`src/lgs_pkg.sv`:
```
`timescale 1ns / 1ps
// ----------------------------------------------------------------------------
// lgs_pkg: shared types and constants of the life generation stepper
// Grid size defaults, item mode codes, register indexes and rule constants.
// ----------------------------------------------------------------------------
package lgs_pkg;

  localparam int MAX_ROWS_DEF = 64;
  localparam int MAX_COLS_DEF = 64;

  // size registers and APB port
  localparam int SIZE_W   = 7;
  localparam int DATA_W   = 32;
  localparam int PADDR_W  = 3;

  // item mode codes
  localparam logic [1:0] MODE_LOAD = 2'd0;
  localparam logic [1:0] MODE_STEP = 2'd1;
  localparam logic [1:0] MODE_READ = 2'd2;

  // register indexes (paddr[2])
  localparam logic REG_ROWS = 1'b0;
  localparam logic REG_COLS = 1'b1;

  // B3/S23 neighbor counts
  localparam int         CNT_W      = 4;
  localparam logic [3:0] CNT_SURVIVE = 4'd2;
  localparam logic [3:0] CNT_BIRTH   = 4'd3;

  // active region, already clamped to 1..MAX
  typedef struct packed {
    logic [SIZE_W-1:0] rows;
    logic [SIZE_W-1:0] cols;
  } size_t;

endpackage

```
`src/lgs_ram.sv`:
```
`timescale 1ns / 1ps
// ----------------------------------------------------------------------------
// lgs_ram: generic simple dual-port RAM
// One write port, one read port, read data registered.
// ----------------------------------------------------------------------------
module lgs_ram #(
  parameter int WIDTH = lgs_pkg::MAX_COLS_DEF,
  parameter int DEPTH = lgs_pkg::MAX_ROWS_DEF
) (
  input  logic                     clk_i,
  input  logic                     we_i,
  input  logic [$clog2(DEPTH)-1:0] waddr_i,
  input  logic [WIDTH-1:0]         wdata_i,
  input  logic                     re_i,
  input  logic [$clog2(DEPTH)-1:0] raddr_i,
  output logic [WIDTH-1:0]         rdata_o
);

  logic [WIDTH-1:0] mem [DEPTH];
  logic [WIDTH-1:0] rdata_q;

  always_ff @(posedge clk_i) begin
    if (we_i) begin
      mem[waddr_i] <= wdata_i;
    end
    if (re_i) begin
      rdata_q <= mem[raddr_i];
    end
  end

  assign rdata_o = rdata_q;

endmodule

```
`config.mk`:
```
export PLATFORM = sky130hd
export DESIGN_NAME = lgs_ram
export DESIGN_NICKNAME = d
export VERILOG_FILES = /design/src/lgs_pkg.sv /design/src/lgs_ram.sv
export SDC_FILE = /design/constraint.sdc
export NUM_CORES = 2
export LEC_CHECK = 0
export BUFFER_PORTS_ARGS = -buffer_cell sky130_fd_sc_hd__buf_2
export CELL_PAD_IN_SITES_DETAIL_PLACEMENT = 0
export CELL_PAD_IN_SITES_GLOBAL_PLACEMENT = 1
export CORE_MARGIN = 4
export CORE_UTILIZATION = 45
export CTS_CLUSTER_DIAMETER = 120
export DETAILED_ROUTE_END_ITERATION = 6
export PLACE_DENSITY_LB_ADDON = 0.1
export SKIP_LAST_GASP = 1
export SLEW_MARGIN = 10
export SYNTH_ARGS = -nofsm -noshare
export SYNTH_HDL_FRONTEND = slang
export SYNTH_SLANG_ARGS = --single-unit
```
`constraint.sdc`:
```
create_clock -name clk_i -period 15.92 [get_ports clk_i]
set_input_delay 4.776 -clock clk_i [delete_from_list [all_inputs] [get_ports clk_i]]
set_output_delay 4.776 -clock clk_i [all_outputs]
set_load 0.1 [all_outputs]
```
==> results by group <==
Routing
  • Via density: between 6 and 7
  • WL per Instance: 38.6 um
  • Via count: 75800
  • Initial DRC Count: just under 9000
  • Post-route ant nets: 0
  • Drt pass-1 iters: 6
  • DRC Markers: 0
  • Post-Route WL: 461 mm

STA
  • Final Hold Vio Count: 0
  • Setup_tns: 0 ns
  • Slew HR: 0.136
  • Final worst setup slack: 7.81 ns
  • Crit share post-route: 0.510
  • Final setup viols: 0
  • Worst hold slack: 0.918 ns
  • Post-route clock skew: roughly 0.034 ns
  • Max-slew violations: 0
  • Slew @ Worst Pin: 1.30 ns
  • Tmin final: 8.11 ns
  • Fmax: about 120 MHz
  • RSZ-0062 raised after global routing: false

Logic synthesis
  • Number of synthesis warnings: 0
  • Post-synth top area share: 0.796
  • Seq/Total Area, Yosys: 0.796
  • Synth area leaders: edfxtp_1 (80%), mux4_2 (15%), mux2i_1 (0.86%), a22oi_1 (0.80%), buf_2 (0.54%)
  • Post-synth ARST share: 0
  • Syn Area/Cell: about 24 um^2
  • Synth Register Bits: 4160
  • Number of flops mapped to enable cells by yosys: 4160
  • Synth Instances: 6598
  • Synthesized area: approximately 160000 um^2
  • Synth Flop Type: edfxtp_1
  • Cell taking the most area after synthesis: edfxtp_1
  • Synth cell types: 32
  • Post-synth net total: 6677

Clock tree
  • Clock Pin Slew Worst Setup and Hold Paths: 0.06 ns
  • CTS buffer count: 437
  • CTS tree: yes
  • H-Tree Level Count: 5
  • Clk_lat worst skew: 0.98 ns
  • Clock sinks: 4160
  • Hold Buf Count CTS: 0
  • Cts repair resizes: 0
  • Clock Root Buffer: clkbuf_16
  • Postcts setup bufs: 0
  • Max clock buf depth: 4

Worst setup path
  • Flop2flop setup slack: 13.56 ns
  • Crit end category: flop
  • CP top delay family: buffers and inverters
  • Worst path bufs/invs: 4
  • CP Data Required Time: 16.57 ns
  • Cell mode on critical path: buf_4
  • Maximum net fanout on the critical path: 105
  • Element type at the critical path start: primary input
  • Arrival time at the worst endpoint: 8.77 ns
  • CP peak stage delay: 0.86 ns
  • Worst setup path class: in2reg
  • Slowest CP cell: buf_4
  • CP cell instances: buf_8 -> buf_4 -> buf_12 -> buf_4 -> mux4_2 -> or3_1 -> a41oi_1 -> a211oi_1

Layout
  • Combined area of the multi-input logic cells: between 30000 and 40000 um^2
  • Fin area: 178000 um^2
  • # fillers: 27100
  • Final Net Count: 7092
  • Layout cells sized above 1: 0.280
  • Syn-to-layout area delta: 13.1%
  • Register Area: 125000 um^2

Place
  • Detail Placement HPWL: 241 mm
  • Dpl ws: between 6 and 7 ns
  • Final Wtd Congestion: about 0.77
  • PortBufs: 142
  • Cell area after placement: 164000 um^2

Run status
  • Outcome: complete, no violations

Power and ir drop
  • Pwr dens: ~130 nW/um^2
  • Peak supply drop: 0.0994 mV
  • Leak: 55.0 nW

Floorplanning
  • Die span in y: 599 um
  • FP Rows: 216
  • Die area: 358000 um^2
  • I/O pins: 143
  • Core footprint: between 300000 and 400000 um^2
  • Die width: 599 um
  • Starting Density: 0.453

GRT
  • GR Overflow Total: 0
  • Global-route wire length before repair: 636 mm
  • Number of global-route vias before repair: 76400
  • Largest net degree at the start of global routing: 112
  • Gr usage total: 0.257
  • Initial antenna violation count: 43

Run
  • Max cap viols: 0

Hold path
  • Min-delay worst type: reg2reg
-- metal layers --
metal	up-vias	GRT usage	wire length (um)
met3	612	0.0351	30800
li1	29400	-	-
met1	42700	0.370	192000
met4	12	0.0627	11900
met5	-	0	72
met2	3016	0.420	227000
-- registers in the layout, summed over array words and instances (netlist names) --
register and count:
rdata_o 64, mem 4096
-- where the power goes --
part	internal (mW)	switching (mW)	total (mW)
sequential	12.2	0.0402	12.2
clock	5.57	4.17	9.74
combinational	0.365	0.774	1.14
-- metrics by stage --
| stage | utilization | cells | power, mW |
|---|---|---|---|
| global route | 0.512 | 12000 | 23.8 |
| global placement | 0.473 | 11200 | 13.6 |
| detailed placement | 0.473 | 11200 | 13.6 |
| floorplan | - | 6598 | 13.1 |
| CTS | 0.512 | 12000 | 23.3 |
| finish | 0.512 | 12000 | 23.1 |
-- cell usage in the layout, fill, tap and decap left out, types with 4 or more instances in the layout --
master	n
inv_6	13
edfxtp_1	4160
buf_2	137
a22oi_1	168
clkinv_1	115
a211oi_1	63
mux2i_1	135
clkinv_8	4
bufinv_16	29
nor2_4	65
nor2b_1	24
nand3_1	45
buf_12	14
nor2_1	47
mux4_2	1024
clkbuf_1	99
clkinv_2	84
diode_2	12
nand2_1	54
inv_1	19
clkinv_4	4
and3_1	64
a41oi_1	26
or2_2	28
o221ai_1	38
a22o_1	88
clkinvlp_4	6
a31oi_1	18
or3_1	29
clkbuf_16	446
buf_4	193
o22ai_1	83
nand2b_1	9
a2bb2oi_1	19
-- cell type report --
cell class / instances / share of cell area
antenna: 12 / 0.000169
clock buffer: 545 / 0.0650
clock inverter: 256 / 0.0113
inverter: 19 / 0.000402
multi-input combinational: 2049 / 0.173
sequential: 4160 / 0.704
tap: 4578 / 0.0323
timing repair buffer: 346 / 0.0138
-- kinds of logic (layout without fill, tap and decap cells) --
family | after synthesis | in the layout | share of synthesized area
flops | 4160 | 4160 | 0.796
other cells | 0 | 12 | 0
mux | 1159 | 1159 | 0.156
buf+inv | 389 | 1166 | 0.0118
compound gates | 504 | 504 | 0.0247
simple gates | 386 | 386 | 0.0123
-- synth_stat cells, types with 11 or more instances --
cell type	number
edfxtp_1	4160
mux4_2	1024
buf_2	170
a22oi_1	168
clkbuf_1	140
mux2i_1	135
nor2_1	112
a22o_1	88
o22ai_1	83
and3_1	64
a211oi_1	63
nand2_1	58
nand3_1	45
o221ai_1	38
buf_4	34
or3_1	29
nor2b_1	28
or2_2	28
a41oi_1	26
buf_1	20
a2bb2oi_1	19
inv_1	19
a31oi_1	18
nand2b_1	11
-- worst reg2reg max path, delay by kind of cell, from the launching register on --
family             cells  cell delay [ns]
AOI/OAI and AO/OA      2             0.77
and+or+nand+nor        2             0.45
muxes                  1             0.51
DFF                    1             0.36
-- path summary, 6_finish.rpt --
kind / depth (start not counted) / endpoint / startpoint
min reg2reg: 4 / rdata_o[42] / mem[55][42]
max: 8 / rdata_o[35] / raddr_i[2]
min: 4 / rdata_o[42] / mem[55][42]
max reg2reg: 5 / rdata_o[32] / mem[11][32]
Note: power is estimated with default switching activity, not from simulation.
