`src/lgs_pkg.sv`:
```
`timescale 1ns / 1ps
// ----------------------------------------------------------------------------
// lgs_pkg: shared types and constants of the life generation stepper
// Grid size defaults, item mode codes, register indexes and rule constants.
// ----------------------------------------------------------------------------
package lgs_pkg;

  localparam int MAX_ROWS_DEF = 64;
  localparam int MAX_COLS_DEF = 64;

  // size registers and APB port
  localparam int SIZE_W   = 7;
  localparam int DATA_W   = 32;
  localparam int PADDR_W  = 3;

  // item mode codes
  localparam logic [1:0] MODE_LOAD = 2'd0;
  localparam logic [1:0] MODE_STEP = 2'd1;
  localparam logic [1:0] MODE_READ = 2'd2;

  // register indexes (paddr[2])
  localparam logic REG_ROWS = 1'b0;
  localparam logic REG_COLS = 1'b1;

  // B3/S23 neighbor counts
  localparam int         CNT_W      = 4;
  localparam logic [3:0] CNT_SURVIVE = 4'd2;
  localparam logic [3:0] CNT_BIRTH   = 4'd3;

  // active region, already clamped to 1..MAX
  typedef struct packed {
    logic [SIZE_W-1:0] rows;
    logic [SIZE_W-1:0] cols;
  } size_t;

endpackage

```
`src/lgs_cfg.sv`:
```
`timescale 1ns / 1ps
// ----------------------------------------------------------------------------
// lgs_cfg: APB register block
// Holds rows_in_use and cols_in_use, hands out the clamped region size.
// ----------------------------------------------------------------------------
module lgs_cfg #(
  parameter int MAX_ROWS = lgs_pkg::MAX_ROWS_DEF,
  parameter int MAX_COLS = lgs_pkg::MAX_COLS_DEF
) (
  input  logic                         clk_i,
  input  logic                         rst_ni,
  input  logic                         psel,
  input  logic                         penable,
  input  logic                         pwrite,
  input  logic [lgs_pkg::PADDR_W-1:0]  paddr,
  input  logic [lgs_pkg::DATA_W-1:0]   pwdata,
  output logic [lgs_pkg::DATA_W-1:0]   prdata,
  output logic                         pready,
  output lgs_pkg::size_t               size_o
);

  localparam int SW = lgs_pkg::SIZE_W;
  localparam logic [SW-1:0] RESET_SIZE = SW'(64);

  logic [SW-1:0] rows_q, cols_q;
  logic          wr_en;

  assign pready = 1'b1;
  assign wr_en  = psel & penable & pwrite;

  always_ff @(posedge clk_i or negedge rst_ni) begin
    if (!rst_ni) begin
      rows_q <= RESET_SIZE;
      cols_q <= RESET_SIZE;
    end else if (wr_en) begin
      case (paddr[2])
        lgs_pkg::REG_ROWS: rows_q <= pwdata[SW-1:0];
        lgs_pkg::REG_COLS: cols_q <= pwdata[SW-1:0];
        default: ;
      endcase
    end
  end

  always_comb begin
    case (paddr[2])
      lgs_pkg::REG_ROWS: prdata = {{(lgs_pkg::DATA_W-SW){1'b0}}, rows_q};
      lgs_pkg::REG_COLS: prdata = {{(lgs_pkg::DATA_W-SW){1'b0}}, cols_q};
      default:           prdata = '0;
    endcase
  end

  // zero acts as one, oversize acts as the maximum
  always_comb begin
    if (rows_q == '0) begin
      size_o.rows = SW'(1);
    end else if (32'(rows_q) > 32'(MAX_ROWS)) begin
      size_o.rows = SW'(MAX_ROWS);
    end else begin
      size_o.rows = rows_q;
    end
    if (cols_q == '0) begin
      size_o.cols = SW'(1);
    end else if (32'(cols_q) > 32'(MAX_COLS)) begin
      size_o.cols = SW'(MAX_COLS);
    end else begin
      size_o.cols = cols_q;
    end
  end

endmodule

```
`config.mk`:
```
export PLATFORM = sky130hd
export DESIGN_NAME = lgs_cfg
export DESIGN_NICKNAME = d
export VERILOG_FILES = /design/src/lgs_pkg.sv /design/src/lgs_cfg.sv
export SDC_FILE = /design/constraint.sdc
export NUM_CORES = 1
export LEC_CHECK = 0
export BUFFER_PORTS_ARGS = -buffer_cell sky130_fd_sc_hd__buf_2
export CAP_MARGIN = 10
export CORE_MARGIN = 2
export CORE_UTILIZATION = 37
export CTS_CLUSTER_SIZE = 20
export DETAILED_ROUTE_END_ITERATION = 10
export HOLD_SLACK_MARGIN = 0.15
export PLACE_DENSITY = 0.79
export SETUP_SLACK_MARGIN = 0.15
export SLEW_MARGIN = 30
export SYNTH_ARGS = -nofsm -noshare
export SYNTH_HDL_FRONTEND = slang
export SYNTH_SLANG_ARGS = --single-unit
export TNS_END_PERCENT = 5
```
`constraint.sdc`:
```
create_clock -name clk_i -period 1.2 [get_ports clk_i]
set_input_delay 0.12 -clock clk_i [delete_from_list [all_inputs] [get_ports clk_i]]
set_output_delay 0.12 -clock clk_i [all_outputs]
set_load 0.01 [all_outputs]
```
==> results.md <==
* Outcome: complete, but fails checks
* Violated checks: setup timing
* Vias per cell at around 4.3
* Sequential fraction of the synthesis area at between 30% and 40%
* CTS tree: done
* Leakage at between 0.6 and 0.7 nW
* Die width at between 50 and 60 µm
* Worst-path clk slew at roughly 80 ps
* Total of fill cells in the finished design at just over 200
* # clock sinks at 14
* Area grow syn2layout at 40.9%
* Die Ht at approximately 55 µm
* Worst-skew pair later-pin latency at 270 ps
* RSZ-0062 raised after global routing: true
* Max Clock Skew at 0 ps
* First-pass GRT wire length at a little over 3000 µm
* Tot Pwr at around 1.9 mW
* Largest net degree at the start of global routing at 15
* Max-cap violation count at 0
* Reg2reg path depth at 3
* Share of the synthesized area in the top cell type at about a third
* Critical path class: reg2out
* IO Count at just under 90
* Cell Area, Placed at between 1000 and 1500 µm²
* Post-detail-place hpwl at around 1500 µm
* Vias at between 700 and 800
* Routed len/inst at 12.3 µm
* Grt peak-use layer: met2
* Syn avg cell area at around 11 µm²
* Rows at 18
* Post-synthesis cell area at 952 µm²
* Synth area leader: dfrtp_1
* Final cell area excluding filler cells at about 1300 µm²
* Mapped Cells at between 80 and 90
* Area contributors post-synth: dfrtp_1 (32%), mux2_2 (25%), buf_4 (20%), nor2b_1 (6.6%), dfstp_2 (5.5%)
* FF/Latch Area at about 350 µm²
* Worst Setup End Kind: output pin
* Final wirelength at between 2000 and 2500 µm
* Initial Util at 38.8%
* CP required at about 1100 ps
* Startpoint Class: flop
* Final Critical Period at 1560 ps
* Nets at 176
* Final Hold Fails at 0
* Initial antenna violation count at 0
* Grt ovf at 0
* Max-slew violations at 0
* Gr usage total at between 10% and 20%
* Iter 0 DRT Violations at 2
* Root Driver: clkbuf_4
* Setup-failing EPs final at 17
* Post-synthesis sequential element count at 14
* Total CTS buffers at 3
* Area of the multi-input gates at around 540 µm²
* Die ar. at ~3000 µm²
* Data arrival, critical path at 1440 ps
* Ant diodes at 0
* # H-tree levels at 1
* Worst Hold Class: in2async
* Yosys warnings at 0
* Clock buffer depth at 2
* DRC viols at 0
* Most frequent cells in the layout: conb_1 (26), buf_2 (26), mux2_2 (18), buf_6 (12), dfrtp_1 (11)
* Antenna-violating nets left at 0
* IO Port Bufs at 33
* Met3 Use GR at 1.91%
* Fmax achieved at roughly 0.64 GHz
* First drt pass iteration count at 3
* Met2 Resource Use GR at 26.4%
* Core area at about 2500 µm²
* WHS at ~270 ps
* CP Max Fanout at 2
* Gpl congestion at 0.755
* Number of distinct library cells after synthesis at 13
* Max VDD drop at between 0.0008 and 0.0009 V
* Period Utilization, post-route at 130%
* Met1 usage at 18.0%
* Post-place setup slack at -103 ps
* Pwr dens at 1410 nW/µm²
* Layout cell share with drive strength beyond 1 at between 50% and 60%
* Vias in the first global route at just under 700
* Final WS setup at -357 ps
==> stage by stage <==
step | utilization, % | std cells | setup TNS (ps)
3_3_place_gp | 46.3 | 151 | -183
2_1_floorplan | - | 108 | 0
5_1_grt | 54.6 | 164 | -3280
4_1_cts | 53.9 | 162 | -2320
6_report | 54.6 | 164 | -2320
3_5_place_dp | 46.3 | 151 | -191
==> path summary, 6_finish.rpt <==
check / start / to / slack [ps]
max in group asynchronous: rst_ni / rows_q[6] / 640
min in group clk_i: penable / rows_q[4] / 310
worst max-delay path: rows_q[1] / size_o[7] / -360
worst max register to register: rows_q[5] / rows_q[5] / 190
worst min-delay path: rst_ni / cols_q[5] / 270
worst min register to register: cols_q[0] / cols_q[0] / 560
==> power by group <==
group / internal, mW / switching (mW) / total (mW)
Sequential: 0.590 / 0.119 / 0.709
Clock: 0.116 / 0.140 / 0.256
Combinational: 0.552 / 0.378 / 0.930
==> worst max-delay path, stage by stage (launching register included) <==
cell	delay, ps
dfrtp_1	390
or3_4	400
o41ai_4	210
buf_2	180
==> sequential cells by signal (all words and copies together) (netlist names) <==
register  cells
cols_q        7
rows_q        7
==> layer usage <==
layer  up-vias  share of wire, %
met3         0               7.4
met2        42                51
met1       327                42
met5         -                 0
li1        332                 -
met4         0                 0
==> Yosys cell counts <==
| cell | instances |
|---|---|
| or3_1 | 2 |
| mux2_2 | 21 |
| clkbuf_1 | 2 |
| nand2b_1 | 2 |
| buf_6 | 1 |
| nand4_2 | 1 |
| dfstp_2 | 2 |
| dfrtp_1 | 12 |
| nand4b_4 | 1 |
| buf_4 | 26 |
| nor2b_1 | 10 |
| o41ai_1 | 2 |
| conb_1 | 2 |
==> area by class of cell <==
cell class / instances / share of cell area [%]
multi-input combinational: 65 / 40.0
timing repair buffer: 52 / 29.1
sequential: 14 / 26.4
tap: 30 / 2.80
clock buffer: 3 / 1.68
==> what timing repair did <==
item                                    in CTS  in global routing
pin swaps                                    1                  0
gates resized for setup                     17                  2
endpoints found under the hold margin       28                  0
buffers inserted                             0                  2
endpoints found under the setup margin      21                 21
hold buffers                                 8                  0
==> logic make-up (layout without fill, tap and decap cells) <==
group / count (synthesis) / count (layout) / share of synthesized area, %
flops: 14 / 14 / 37.1
compound gates: 2 / 2 / 1.84
simple gates: 16 / 16 / 13.0
buf+inv: 29 / 55 / 22.5
other cells: 2 / 26 / 0.789
mux: 21 / 21 / 24.8
Note: power is estimated with default switching activity, not from simulation.
