[src/lgs_pkg.sv]
`timescale 1ns / 1ps
// ----------------------------------------------------------------------------
// lgs_pkg: shared types and constants of the life generation stepper
// Grid size defaults, item mode codes, register indexes and rule constants.
// ----------------------------------------------------------------------------
package lgs_pkg;

  localparam int MAX_ROWS_DEF = 64;
  localparam int MAX_COLS_DEF = 64;

  // size registers and APB port
  localparam int SIZE_W   = 7;
  localparam int DATA_W   = 32;
  localparam int PADDR_W  = 3;

  // item mode codes
  localparam logic [1:0] MODE_LOAD = 2'd0;
  localparam logic [1:0] MODE_STEP = 2'd1;
  localparam logic [1:0] MODE_READ = 2'd2;

  // register indexes (paddr[2])
  localparam logic REG_ROWS = 1'b0;
  localparam logic REG_COLS = 1'b1;

  // B3/S23 neighbor counts
  localparam int         CNT_W      = 4;
  localparam logic [3:0] CNT_SURVIVE = 4'd2;
  localparam logic [3:0] CNT_BIRTH   = 4'd3;

  // active region, already clamped to 1..MAX
  typedef struct packed {
    logic [SIZE_W-1:0] rows;
    logic [SIZE_W-1:0] cols;
  } size_t;

endpackage

[src/lgs_row_calc.sv]
`timescale 1ns / 1ps
// ----------------------------------------------------------------------------
// lgs_row_calc: next generation of one grid row
// One lane per column; columns wrap at cols_i, columns beyond it hold.
// ----------------------------------------------------------------------------
module lgs_row_calc #(
  parameter int MAX_COLS = lgs_pkg::MAX_COLS_DEF
) (
  input  logic [MAX_COLS-1:0]        above_i,
  input  logic [MAX_COLS-1:0]        cur_i,
  input  logic [MAX_COLS-1:0]        below_i,
  input  logic [lgs_pkg::SIZE_W-1:0] cols_i,
  output logic [MAX_COLS-1:0]        next_o
);

  localparam int CA = $clog2(MAX_COLS);
  localparam int CW = lgs_pkg::CNT_W;

  logic [CA-1:0] last_idx;
  logic          a_last, c_last, b_last;

  assign last_idx = CA'(cols_i - lgs_pkg::SIZE_W'(1));
  assign a_last   = above_i[last_idx];
  assign c_last   = cur_i[last_idx];
  assign b_last   = below_i[last_idx];

  for (genvar j = 0; j < MAX_COLS; j++) begin : g_lane
    logic          al, cl, bl, ar, cr, br, at_right;
    logic [CW-1:0] cnt;

    // left neighbor column
    if (j == 0) begin : g_left_wrap
      assign al = a_last;
      assign cl = c_last;
      assign bl = b_last;
    end else begin : g_left
      assign al = above_i[j-1];
      assign cl = cur_i[j-1];
      assign bl = below_i[j-1];
    end

    // right neighbor column, wraps to column 0 at the region edge
    assign at_right = ((32'(j) + 32'd1) == 32'(cols_i));
    if (j == MAX_COLS - 1) begin : g_right_wrap
      assign ar = above_i[0];
      assign cr = cur_i[0];
      assign br = below_i[0];
    end else begin : g_right
      assign ar = at_right ? above_i[0] : above_i[j+1];
      assign cr = at_right ? cur_i[0]   : cur_i[j+1];
      assign br = at_right ? below_i[0] : below_i[j+1];
    end

    assign cnt = CW'(al) + CW'(above_i[j]) + CW'(ar) + CW'(cl) + CW'(cr)
               + CW'(bl) + CW'(below_i[j]) + CW'(br);

    always_comb begin
      if (32'(cols_i) > 32'(j)) begin
        next_o[j] = (cnt == lgs_pkg::CNT_BIRTH) ||
                    ((cnt == lgs_pkg::CNT_SURVIVE) && cur_i[j]);
      end else begin
        next_o[j] = cur_i[j];
      end
    end
  end

endmodule

[config.mk]
export PLATFORM = sky130hd
export DESIGN_NAME = lgs_row_calc
export DESIGN_NICKNAME = d
export VERILOG_FILES = /design/src/lgs_pkg.sv /design/src/lgs_row_calc.sv
export SDC_FILE = /design/constraint.sdc
export NUM_CORES = 1
export LEC_CHECK = 0
export BUFFER_PORTS_ARGS = -buffer_cell sky130_fd_sc_hd__buf_2
export CORE_MARGIN = 2
export CORE_UTILIZATION = 28
export DETAILED_ROUTE_END_ITERATION = 10
export GPL_ROUTABILITY_DRIVEN = 0
export PLACE_DENSITY_LB_ADDON = 0.3
export RECOVER_POWER = 25
export REMOVE_ABC_BUFFERS = 1
export SLEW_MARGIN = 10
export SYNTH_ARGS = -nofsm -noshare
export SYNTH_HDL_FRONTEND = slang
export SYNTH_SLANG_ARGS = --single-unit
[constraint.sdc]
create_clock -name vclk -period 10.9
set_input_delay 0.545 -clock vclk [all_inputs]
set_output_delay 0.545 -clock vclk [all_outputs]
set_load 0.02 [all_outputs]
==> summary.txt, run 1 <==
Layout Nets -> 2534
worst path cell trace -> clkbuf_1 -> inv_1 -> ha_2 -> buf_4 -> mux4_2 -> nor2b_1 -> nor4_1 -> nor4_1 -> fa_1 -> inv_1 -> fa_1 -> fa_1 -> inv_1 -> ha_1 -> fa_1 -> o21ai_0 -> nand2_1 -> a21oi_1 -> buf_2
Post-Synthesis Cells -> 1667
worst rel slew slack -> -0.625
DIE HEIGHT -> 235 µm
layout cells sized above 1 -> 0.180
met2 routed WL -> 27200 µm
Initial Util -> 0.284
post-DR wirelength/cell -> 21.7 µm
Critical Path End -> next_o[0]
Critical Path Source -> cols_i[1]
Worst Setup Path Type -> in2out
Post-Route WL -> 55800 µm
num sequential -> 0
worst-path maximum fanout -> 25
P&R area growth vs syn -> 13.4%
met3 routed WL -> 2940 µm
HP Class -> in2out
highest-delay cell along the critical path -> ha_2
Worst path max stage delay -> 0.84 ns
area leader, netlist -> fa_1
Startpoint Class -> input pin
pin count of the biggest net entering global routing -> 62
DR pass1 iterations -> 5
share of the synthesized area in the top cell type -> 0.343
cts hold-fix bufs -> 0
Via Count -> 13500
I/O pin total -> 263
total grt overflow -> 0
Port-buffer cells -> 263
setup TNS after final layout -> 0 ns
Core ar. -> 0.0527 mm²
Worst Max-Slew Pin Slew -> 2.44 ns
worst path bufs/invs -> 6
WP depth -> 19
Max-Cap Viols -> 2
most common cell in the synthesized netlist -> fa_1
Die ar. -> 0.0552 mm²
Die W -> 235 µm
final hold violations -> 0
1st-iter DRT viols -> 939
Max Freq -> 130 MHz
Setup Viol. Count Final -> 0
# Post-CTS Setup Buffers -> 0
min Tclk post-route -> 7.68 ns
post-CTS sizing -> 0
initial antenna violation count -> 11
failing checks -> max-capacitance violations, max-slew violations
dpl hpwl -> 47800 µm
Commonest cells post-synth -> 256 x fa_1, 233 x inv_1, 197 x ha_1, 177 x a21oi_1, 154 x nand2_1
CP dominant cell by count -> fa_1
DRC errors left -> 0
Final Max Slew Viols -> 70
Synthesis Warnings -> 0
Finished Cell Area -> 0.0169 mm²
unrepaired setup endpoints after global routing -> false
routed vias/inst -> 5.27
required time of the worst setup path -> 10.36 ns
register area share after synthesis -> 0
Yosys cell types -> 44
clock buffer count in the final layout -> 0
Final period util -> 0.705
Synth Cell Area -> 0.0149 mm²
register area -> 0 µm²
Post-Place Cell Area -> 0.0169 mm²
ranking of synthesized cells by area -> fa_1 34%, ha_1 17%, mux2i_1 8.6%
met1 wire length -> 24200 µm
CP top delay family -> adder cells
Antenna Violating Nets Remaining -> 0
Worst EP arrival -> 7.14 ns
Worst setup EP type -> output port
vias in the first global route -> 13900
FP Rows -> 84
Overall Global Routing Usage -> 0.198
first-pass GRT wire length -> 84800 µm
DR top layer -> met5
syn avg cell area -> 8.96 µm²
status -> complete, but fails checks
per-layer routing:
layer | vias up | global-route usage
met5 | - | 0
met4 | 12 | 0.0466
met3 | 78 | 0.0233
met2 | 411 | 0.336
met1 | 6839 | 0.268
li1 | 6207 | -
layout make-up:
type                            count  area (µm²)
Fill cell                        5492       35700
Tap cell                          688         861
Antenna cell                        5        12.5
Multi-Input combinational cell   1374       13800
Timing Repair Buffer              273        1370
Inverter                          233         875
cells by family (layout without fill, tap and decap cells):
| group | Yosys count | after routing | share of synthesized area |
|---|---|---|---|
| compound gates | 359 | 359 | 0.127 |
| xor+xnor | 3 | 3 | 0.00176 |
| fa+ha+maj | 453 | 453 | 0.508 |
| buf+inv | 293 | 506 | 0.0763 |
| mux | 197 | 197 | 0.174 |
| other cells | 0 | 5 | 0 |
| simple gates | 362 | 362 | 0.112 |
worst min path at each step:
stage / start / endpoint / slack, ns / depth (start not counted)
global placement: cur_i[2] / next_o[2] / 1.55 / 4
CTS: cur_i[18] / next_o[18] / 1.54 / 4
finish: cur_i[18] / next_o[18] / 1.54 / 4
global route: cur_i[52] / next_o[52] / 1.56 / 4
floorplan: cur_i[0] / next_o[0] / 1.29 / 2
detailed placement: cur_i[18] / next_o[18] / 1.54 / 4
metrics by stage:
step / setup slack (ns) / hold slack [ns] / std cells / util
global placement: 3.67 / 1.55 / 2568 / 0.321
global route: 3.04 / 1.56 / 2570 / 0.321
floorplan: 4.66 / 1.29 / 1607 / -
finish: 3.22 / 1.54 / 2573 / 0.321
detailed placement: 3.66 / 1.54 / 2568 / 0.321
CTS: 3.63 / 1.54 / 2568 / 0.321
placed cells by master, fill, tap and decap left out, drive strengths merged, types with 5 or more instances in the layout:
master,netlist,final
inv,233,233
o21ai,124,124
nor3,10,10
nor2,45,45
mux4,48,48
a21oi,178,178
and2,6,6
fa,256,256
ha,197,197
clkbuf,38,15
buf,22,258
nor2b,29,29
nand3,85,85
nor4,10,10
nand2b,6,6
mux2i,128,128
nand2,154,154
diode,0,5
o22ai,12,12
a31oi,29,29
mux2,21,21
==> run 2, diff against run 1 <==
Clock period 10.9 ns to 7.7 ns, I/O delays scaled along.
==> run 2 against run 1 <==
The run still ends with max-capacitance violations, max-slew violations left. Sequential share of layout area unchanged. Die area unchanged. Core utilization about the same. Via count is 0.53% higher. Design area about the same. Final cell count is essentially flat.
==> summary.txt, run 2 (synthesis results as in run 1) <==
status -> complete, but fails checks (unchanged)
failing checks -> max-capacitance violations, max-slew violations (unchanged)
Die ar. -> 0.0552 mm² (unchanged)
Core ar. -> 0.0527 mm² (unchanged)
CP top delay family -> adder cells (unchanged)
post-CTS sizing -> 0 (unchanged)
DRC errors left -> 0 (unchanged)
HP Class -> in2out (unchanged)
Via Count -> 13600 (was 13500)
Worst path max stage delay -> 0.93 ns (was 0.84 ns)
# Post-CTS Setup Buffers -> 0 (unchanged)
Setup Viol. Count Final -> 0 (unchanged)
Worst Setup Path Type -> in2out (unchanged)
cts hold-fix bufs -> 0 (unchanged)
DR pass1 iterations -> 5 (unchanged)
WP depth -> 20 (was 19)
min Tclk post-route -> 6.80 ns
Antenna Violating Nets Remaining -> 0 (unchanged)
worst path cell trace -> buf_4 -> inv_1 -> ha_1 -> and2_1 -> a21oi_2 -> a2bb2oi_1 -> nor2b_1 -> nor4_1 -> nor4_1 -> fa_1 -> inv_1 -> fa_1 -> fa_1 -> inv_1 -> ha_1 -> fa_1 -> o21ai_0 -> nand2_1 -> a21oi_1 -> buf_2 (was clkbuf_1 -> inv_1 -> ha_2 -> buf_4 -> mux4_2 -> nor2b_1 -> nor4_1 -> nor4_1 -> fa_1 -> inv_1 -> fa_1 -> fa_1 -> inv_1 -> ha_1 -> fa_1 -> o21ai_0 -> nand2_1 -> a21oi_1 -> buf_2)
Worst setup EP type -> output port (unchanged)
sw frac -> 0.597
Critical Path Source -> cols_i[0] (was cols_i[1])
Final Max Slew Viols -> 27 (was 70)
worst path bufs/invs -> 5 (was 6)
most frequent cells in the layout -> 256 x fa_1, 252 x buf_2, 232 x inv_1 (was 256 x fa_1, 248 x buf_2, 232 x inv_1)
Clk pwr share -> 0
worst-path maximum fanout -> 26 (was 25)
clock buffer count in the final layout -> 0 (unchanged)
1st-iter DRT viols -> 995 (was 939)
post-DR wirelength/cell -> 21.8 µm (was 21.7 µm)
FP Rows -> 84 (unchanged)
layout cells sized above 1 -> 0.182 (was 0.180)
Post-Place Cell Area -> 0.0169 mm² (about the same)
final hold violations -> 0 (unchanged)
pin count of the biggest net entering global routing -> 39 (was 62)
vias in the first global route -> 14100 (was 13900)
pre-CTS setup slack -> 0.890 ns (was 3.66 ns)
dpl hpwl -> 48800 µm (was 47800 µm)
required time of the worst setup path -> 7.32 ns (was 10.36 ns)
first-pass GRT wire length -> 87000 µm (was 84800 µm)
Final period util -> 0.884
worst vdd ir -> 52.2 µV
setup TNS after final layout -> 0 ns (unchanged)
Internal -> 861 µW
worst rel slew slack -> -0.0563 (was -0.625)
Final Core Density -> 0.322 (was 0.321)
routed vias/inst -> 5.29 (was 5.27)
Max Freq -> 147 MHz
Worst Max-Slew Pin Slew -> 1.58 ns (was 2.44 ns)
initial antenna violation count -> 12 (was 11)
unrepaired setup endpoints after global routing -> false (unchanged)
commonest non-fill, non-tap cell in the layout -> fa_1 (unchanged)
Worst EP arrival -> 6.42 ns (was 7.14 ns)
Finished Cell Area -> 0.0169 mm² (about the same)
total grt overflow -> 0 (unchanged)
highest-delay cell along the critical path -> a2bb2oi_1 (was ha_2)
pwr dens -> 126 mW/mm²
P&R area growth vs syn -> 13.4% (about the same)
WHS -> 1.23 ns (was 1.54 ns)
Layout Nets -> 2537 (was 2534)
DIE HEIGHT -> 235 µm (unchanged)
Overall Global Routing Usage -> 0.202 (was 0.198)
Flop pwr share -> 0
worst setup margin -> 0.896 ns (was 3.22 ns)
Max-Cap Viols -> 1 (was 2)
Port-buffer cells -> 263 (unchanged)
Startpoint Class -> input pin (unchanged)
Critical Path End -> next_o[0] (unchanged)
register area -> 0 µm² (unchanged)
I/O pin total -> 263 (unchanged)
Logic pwr share -> 1.000
Die W -> 235 µm (unchanged)
num sequential -> 0 (unchanged)
P_sw -> 1.28 mW
Initial Util -> 0.284 (unchanged)
Leak -> 8.21 nW
Post-Route WL -> 56200 µm (was 55800 µm)
CP dominant cell by count -> fa_1 (unchanged)
## run 2: worst min-delay path by stage
stage               startpoint         end  slack (ns)  depth (start not counted)
global placement     cur_i[60]  next_o[60]        1.22                          4
global route         cur_i[52]  next_o[52]        1.24                          4
detailed placement   cur_i[62]  next_o[62]        1.22                          4
finish               cur_i[36]  next_o[36]        1.23                          4
floorplan             cur_i[0]   next_o[0]        0.97                          2
CTS                  cur_i[62]  next_o[62]        1.22                          4
## run 2: layout make-up
class                           count  area, µm²
Antenna cell                        4       10.0
Fill cell                        5580      35700
Multi-Input combinational cell   1374      13800
Tap cell                          688        861
Inverter                          233        875
Timing Repair Buffer              276       1400
## run 2: metal layers
layer / track usage / wire length (µm)
met1: 0.269 / 23900
met4: 0.0414 / 1380
met5: 0 / 97
met3: 0.0302 / 3550
met2: 0.346 / 27300
## run 2: power by group through the flow
stage	Sequential [mW]	Clock, mW	Combinational [mW]
finish	0	0.0000000697	2.14
global route	0	0.0000000174	2.45
CTS	0	0	2.16
detailed placement	0	0	2.15
global placement	0	0	2.05
floorplan	0	0	1.46
## run 2: stage by stage
| step | total power [mW] | cells |
|---|---|---|
| after floorplan | 1.46 | 1607 |
| after global placement | 2.05 | 2571 |
| after detailed placement | 2.15 | 2571 |
| after CTS | 2.16 | 2571 |
| after global routing | 2.45 | 2572 |
| final | 2.14 | 2575 |
(Power assumes the default switching activity.)
